==> config.mk <==
export PLATFORM = sky130hd
export DESIGN_NAME = pagp_fifo
export DESIGN_NICKNAME = d
export VERILOG_FILES = /design/src/hdl/pagp_pkg.sv /design/src/hdl/pagp_fifo.sv
export VERILOG_INCLUDE_DIRS = /design/src /design/src/hdl
export SDC_FILE = /design/constraint.sdc
export NUM_CORES = 1
export LEC_CHECK = 0
export ABC_CLOCK_PERIOD_IN_PS = 9500
export BUFFER_PORTS_ARGS = -buffer_cell sky130_fd_sc_hd__clkbuf_2
export CORE_ASPECT_RATIO = 1.25
export CORE_MARGIN = 4
export CORE_UTILIZATION = 35
export CTS_BUF_LIST = sky130_fd_sc_hd__clkbuf_16
export CTS_CLUSTER_DIAMETER = 120
export DETAILED_ROUTE_END_ITERATION = 16
export PLACE_DENSITY = 0.63
export SYNTH_ARGS = -nofsm -noshare
export SYNTH_HDL_FRONTEND = slang
export SYNTH_SLANG_ARGS = --single-unit
==> constraint.sdc <==
create_clock -name clk -period 9.5 [get_ports clk]
set_input_delay 0.95 -clock clk [delete_from_list [all_inputs] [get_ports clk]]
set_output_delay 0.95 -clock clk [all_outputs]
set_load 0.005 [all_outputs]
==> src/hdl/positional_audio_gain_pan_macros.svh <==
// Assertion helpers, used by the checks in the FIFO.
// Both expect signals named clk and rst_n in the calling scope.
`ifndef POSITIONAL_AUDIO_GAIN_PAN_MACROS_SVH
`define POSITIONAL_AUDIO_GAIN_PAN_MACROS_SVH

// A condition that must hold at every clock edge outside reset.
`define PAGP_CHECK(label, cond) \
  label: assert property (@(posedge clk) disable iff (!rst_n) (cond)) \
    else $error("pagp check failed");

// A condition that must hold in the cycle after a trigger.
`define PAGP_CHECK_NEXT(label, trig, cond) \
  label: assert property (@(posedge clk) disable iff (!rst_n) (trig) |=> (cond)) \
    else $error("pagp check failed");

`endif

==> src/hdl/pagp_pkg.sv <==
package pagp_pkg;

  localparam int POS_W      = 24;
  localparam int DIFF_W     = 25;
  localparam int RAD_W      = 23;
  localparam int RVEC_W     = 16;
  localparam int VOL_W      = 16;
  localparam int LVL_W      = 16;
  localparam int SQ_W       = 50;
  localparam int DIST_W     = 25;
  localparam int DOT_W      = 43;
  localparam int PROD_W     = 41;
  localparam int VS_W       = 32;
  localparam int GPROD_W    = 48;
  localparam int RATIO_W    = 46;
  localparam int FRAC_SH    = 15;
  localparam int ROLL_NUM_W = RATIO_W + FRAC_SH;
  localparam int QUO_W      = 18;
  localparam int LVL_SQ_W   = 32;
  localparam int CFG_IDX_W  = 3;
  localparam int CFG_DATA_W = 24;

  localparam int FIFO_DEPTH_DEF = 4;

  localparam logic [CFG_IDX_W-1:0] REG_LISTENER_X = 3'd0;
  localparam logic [CFG_IDX_W-1:0] REG_LISTENER_Y = 3'd1;
  localparam logic [CFG_IDX_W-1:0] REG_LISTENER_Z = 3'd2;
  localparam logic [CFG_IDX_W-1:0] REG_RIGHT_X    = 3'd3;
  localparam logic [CFG_IDX_W-1:0] REG_RIGHT_Y    = 3'd4;
  localparam logic [CFG_IDX_W-1:0] REG_RIGHT_Z    = 3'd5;

  localparam logic [LVL_W-1:0] ONE_Q15  = 16'h8000;
  localparam logic [LVL_W-1:0] HALF_Q15 = 16'h4000;
  localparam logic signed [RVEC_W-1:0] RIGHT_Y_RESET = -16'sd16384;

  typedef struct packed {
    logic signed [POS_W-1:0]  lx;
    logic signed [POS_W-1:0]  ly;
    logic signed [POS_W-1:0]  lz;
    logic signed [RVEC_W-1:0] rx;
    logic signed [RVEC_W-1:0] ry;
    logic signed [RVEC_W-1:0] rz;
  } cfg_t;

  typedef struct packed {
    logic [SQ_W-1:0]         sq;
    logic signed [DOT_W-1:0] dot;
    logic [RAD_W-1:0]        near_rad;
    logic [RAD_W-1:0]        far_rad;
    logic [VOL_W-1:0]        vol;
    logic [VOL_W-1:0]        scl;
  } voice_t;

endpackage

==> src/hdl/pagp_fifo.sv <==
`include "positional_audio_gain_pan_macros.svh"

module pagp_fifo #(
  parameter int DEPTH = pagp_pkg::FIFO_DEPTH_DEF
) (
  input  logic             clk,
  input  logic             rst_n,
  input  logic             push,
  input  pagp_pkg::voice_t push_data,
  input  logic             pop,
  output pagp_pkg::voice_t pop_data,
  output logic             full,
  output logic             empty
);

  localparam int PTR_W = $clog2(DEPTH);
  localparam int CNT_W = $clog2(DEPTH + 1);

  pagp_pkg::voice_t mem_r [DEPTH];
  logic [PTR_W-1:0] wr_ptr_r, wr_ptr_nxt;
  logic [PTR_W-1:0] rd_ptr_r, rd_ptr_nxt;
  logic [CNT_W-1:0] cnt_r, cnt_nxt;

  assign full     = (cnt_r == CNT_W'(DEPTH));
  assign empty    = (cnt_r == '0);
  assign pop_data = mem_r[rd_ptr_r];

  always_comb begin
    wr_ptr_nxt = wr_ptr_r;
    rd_ptr_nxt = rd_ptr_r;
    cnt_nxt    = cnt_r;
    if (push) begin
      wr_ptr_nxt = (wr_ptr_r == PTR_W'(DEPTH - 1)) ? '0 : wr_ptr_r + 1'b1;
    end
    if (pop) begin
      rd_ptr_nxt = (rd_ptr_r == PTR_W'(DEPTH - 1)) ? '0 : rd_ptr_r + 1'b1;
    end
    if (push && !pop) begin
      cnt_nxt = cnt_r + 1'b1;
    end else if (pop && !push) begin
      cnt_nxt = cnt_r - 1'b1;
    end
  end

  always_ff @(posedge clk) begin
    if (!rst_n) begin
      wr_ptr_r <= '0;
      rd_ptr_r <= '0;
      cnt_r    <= '0;
    end else begin
      wr_ptr_r <= wr_ptr_nxt;
      rd_ptr_r <= rd_ptr_nxt;
      cnt_r    <= cnt_nxt;
    end
  end

  always_ff @(posedge clk) begin
    if (push) begin
      mem_r[wr_ptr_r] <= push_data;
    end
  end

  `PAGP_CHECK(fifo_no_overflow, !(push && full))
  `PAGP_CHECK(fifo_no_underflow, !(pop && empty))
  `PAGP_CHECK_NEXT(fifo_count_up, push && !pop, cnt_r == $past(cnt_r) + 1'b1)

endmodule

### Yosys cells after proc, flatten, opt, wreduce, memory -nomap -nowiden

Memories as Yosys holds them, arrays and structs flattened. A register that Yosys moved wholly into a read port is not among the register bits.
Index checks and enable logic that the tools add are counted.

| storage, ports and cells | value |
|---|---|
| bits in registers | 7 |
| bits in writable memories | 684 |
| input bits | 175 |
| output and inout bits | 173 |
| memories | 1 |

Memory list:

| name | words | bits a word | read ports | clocked after Yosys merged registers in | write ports | line | source |
|---|---|---|---|---|---|---|---|
| mem_r | 4 | 171 | 1 | 1 | 1 | pagp_fifo.sv:19 | `pagp_pkg::voice_t mem_r [DEPTH];` |

| operators by class | value |
|---|---|
| $add $sub $neg | 4 |
| eq/ne operators | 3 |
| multiplexer cells | 8 |
| reductions and logical operators | 6 |

Operators by type and width:

| kind | count |
|---|---|
| 2-bit 2-to-1 mux | 4 |
| 3-bit 2-to-1 mux | 2 |
| 2-bit by 1-bit adder with 2-bit output, second input constant | 2 |
| 2-bit == test, second input constant | 2 |
| 3-bit by 1-bit adder with 3-bit output, second input constant | 1 |
| 3-bit == test, second input constant | 1 |
| 3-bit zero test | 1 |
| 3-bit by 1-bit subtractor with 3-bit output, second input constant | 1 |
| 1-bit logical AND | 2 |
| 1-bit zero test | 2 |
| 1-bit 2-to-1 mux | 2 |
| 2-bit nonzero test | 1 |

### Depth between registers and ports, before layout

| depth | value |
|---|---|
| depth in word-level cells | 4 |
| depth in mapped cells | 7 |

### Worst setup path before layout

OpenSTA, ideal clock, no wires.

| timing path | value |
|---|---|
| path kind | input to register |
| start point | input port push |
| end point | memory mem_r[0][0] (netlist bit) (enable) |
| setup time | 0.551 ns |
| data arrival time | 4.841 ns |
| data required time | 8.949 ns |
| slack | 4.108 ns |
| stages on the path | 1 |
| buffers on the path | 0 |
| cells stage by stage | and2_1 |

| on the way | value |
|---|---|
| longest elaborated chain between the ends | 2 |

RTL lines:

| what | line | source |
|---|---|---|
| from (decl) | pagp_fifo.sv:8 | `input logic push,` |
| 1-bit 2-to-1 mux | pagp_fifo.sv:58 | `if (push) begin` |
| 1-bit 2-to-1 mux (implied by the code) | pagp_fifo.sv:59 | `mem_r[wr_ptr_r] <= push_data;` |
| to (decl) | pagp_fifo.sv:19 |  |

Every way passes these cells.

==> results.json <==
{
  "synth_mux_area_share_pct": 15.5,
  "grt_use_total_pct": 13.6,
  "yosys.area_share.simple_pct": 0.359,
  "synth_common_cells": "edfxtp_1, mux4_2, buf_2, buf_6, dfxtp_1",
  "critPathMaxStageDelay_ns": 0.87,
  "status": "finished clean",
  "yosysWarnings": 0,
  "synth_most_common_cell": "edfxtp_1",
  "dp_hpwl_um": 30800,
  "clk-insertion-delay-late_ns": 0.61,
  "ff2ff_path_depth": 4,
  "rows": 109,
  "dr.pass1.iters": 4,
  "cts-resized-gates": 0,
  "synth-compound-area-share_pct": 0.0798,
  "grt_overflow": 0,
  "ys_ff_latch": 693,
  "path_max_fanout": 38,
  "synth_nets": 1119,
  "synth_area_leader_cell": "edfxtp_1",
  "maxSlewViolCount": 0,
  "post_cts_buffers": 0,
  "syn_to_final_growth_pct": 20.0,
  "hold_path.startpoint": "cnt_r[2]$_SDFFE_PN0P_",
  "final_antenna_net_count": 0,
  "path_class": "flop to output pin",
  "wl_um": 51400,
  "hold_buffers": 0,
  "slew_headroom_pct": 28.9,
  "coreArea_um2": 70900,
  "num-fill-cells": 6178,
  "cts.sinks": 693,
  "synthAdderAreaFrac_pct": 0.379,
  "powerDensity_nw_per_um2": 222,
  "cts_tree": "done",
  "arrival_ns": 3.42,
  "layout-drive-gt1-share_pct": 45.9,
  "num_vias": 11200,
  "grt_pass1_vias": 12100,
  "cts_max_level": 3,
  "r2r_start": "wr_ptr_r[0]$_SDFFE_PN0P_",
  "hold_viol_final": 0,
  "fp.dieW_um": 248,
  "cts.path.max_buffers": 3,
  "hold-path-cell-count": 2,
  "clock_skew_ns": 0.0170,
  "dieArea_um2": 76100,
  "synth_area_leaders": "edfxtp_1, mux4_2, dfxtp_1",
  "slowest_stage": "dfxtp_4",
  "crit_buf_inv": 3,
  "drt-wirelength-per-cell_um": 22.0,
  "finalCoreUtilization_pct": 42.5,
  "port_buffers": 347,
  "end_kind": "output pin",
  "hold-worst-slack_ns": 0.522,
  "period_minus_slack_ns": 4.37,
  "antenna_found_initial": 9,
  "ios": 348,
  "final_nets": 1514,
  "regToRegSetupSlack_ns": 6.78,
  "critical_path.most_common_cell": "buf_4",
  "tightest_slew_ns": 1.07,
  "drv_cap": 0,
  "fmaxAchievable_mhz": 229,
  "synth.distinct_cells": 22,
  "ir_drop_uv": 156,
  "holdPathEnd": "cnt_r[2]$_SDFFE_PN0P_",
  "netlist.area_leader.share_pct": 81.8,
  "synth-xor-area-share_pct": 0.0698,
  "grt_max_degree": 113,
  "reg2reg_to": "mem_r[2][28]$_DFFE_PP_",
  "grt_pass1_wl_um": 77300,
  "syn_area_um2": 25100,
  "cts.clk_slew.worst_paths_ns": 0.06,
  "root_buffer": "clkbuf_16",
  "drt_drc_violations_left": 0,
  "synth_cells": 937,
  "postSynthAreaPerCell_um2": 26.8,
  "cts_buffers": 71,
  "worst_path_dominant_cell_family": "buffers and inverters",
  "synth_top_family_by_area": "multiplexers",
  "routabilityCongestion": 0.701,
  "period_share_pct": 46.0,
  "ys_async_sr_fraction_pct": 0,
  "crit_path_start_kind": "flop",
  "initial_core_util_pct": 35.4,
  "p_leak_nw": 10.1,
  "critical_path_required_ns": 8.55,
  "setup_viol": 0,
  "finalPower_mw": 6.69,
  "hp-class": "flop to flop",
  "synthFlopType": "edfxtp_1",
  "yosysSeqAreaShare_pct": 82.6,
  "via_per_inst": 4.78,
  "crit_chain": "buf_4 -> buf_4 -> mux4_2 -> clkbuf_2",
  "tns_ns": 0,
  "rsz0062_at_grt": "false",
  "drtIter0Drc": 640,
  "synth-edff-count": 684,
  "die_y_um": 307
}
[report_power, final]
group | internal [mW] | switching [mW] | total [mW]
registers | 3.51 | 0.0442 | 3.55
logic | 0.239 | 0.266 | 0.505
clock network | 1.49 | 1.15 | 2.63
total | 5.23 | 1.46 | 6.69
[final cells by class]
type,count,area (um^2),area share [%]
Sequential cell,693,20700,68.8
Clock inverter,59,434,1.44
Timing Repair Buffer,360,1850,6.13
Multi-Input combinational cell,202,4120,13.7
Inverter,4,15.0,0.0499
Antenna cell,6,15.0,0.0499
Tap cell,943,1180,3.92
Clock buffer,71,1780,5.90
[cells in the final DEF, fill, tap and decap left out, drive strengths merged, types with 2 or more instances in the layout]
master  Yosys  final
edfxtp    684    684
bufinv      0      4
inv         4     24
clkinv      0     34
diode       0      6
nor3        2      2
nor2b       5      5
ha          6      6
and2        5      5
clkbuf      6    418
mux4      171    171
buf        32     13
mux2i       4      4
dfxtp       9      9
[worst max path at each step]
stage / start / end / cells after the start
detailed placement: flop / pop_data[137] / 4
floorplan: push / mem_r[0][0]$_DFFE_PP_ / 1
global placement: flop / pop_data[151] / 4
finish: flop / pop_data[137] / 4
global route: flop / pop_data[137] / 4
CTS: flop / pop_data[137] / 4
[metal layers]
metal  wire length (um)  global-route usage (%)  vias up
met1              19800                    16.7     5880
met5                 32                       0        -
li1                   -                       -     4897
met3               4110                    4.23       70
met4               1130                    4.71        4
met2              26300                    22.9      329
[logic make-up after synthesis]
kind of cell	after synthesis
XOR/XNOR	2
multiplexers	175
buffers and inverters	42
AND/OR/NAND/NOR	15
adder cells (fa/ha/maj)	7
AO/OA/AOI/OAI	3
flip-flops	693
[flip-flops by register name, indices dropped and copies added, names as in the netlist, named ones only]
register,cells
cnt_r,3
mem_r,684
rd_ptr_r,2
wr_ptr_r,2
[tightest hold or removal path: stages, from the launching register on]
cell	delay, ns
dfxtp_1	0.33
o21ai_0	0.07
a21boi_0	0.08
[per-stage QoR]
stage	setup slack, ns	cell area [um^2]	std cells
3_5_place_dp	5.62	27900	2202
3_3_place_gp	5.63	27900	2202
2_1_floorplan	4.11	25100	937
6_report	5.13	30100	2338
5_1_grt	4.74	30100	2333
4_1_cts	4.91	30100	2332
Note: power is estimated with default switching activity, not from simulation.
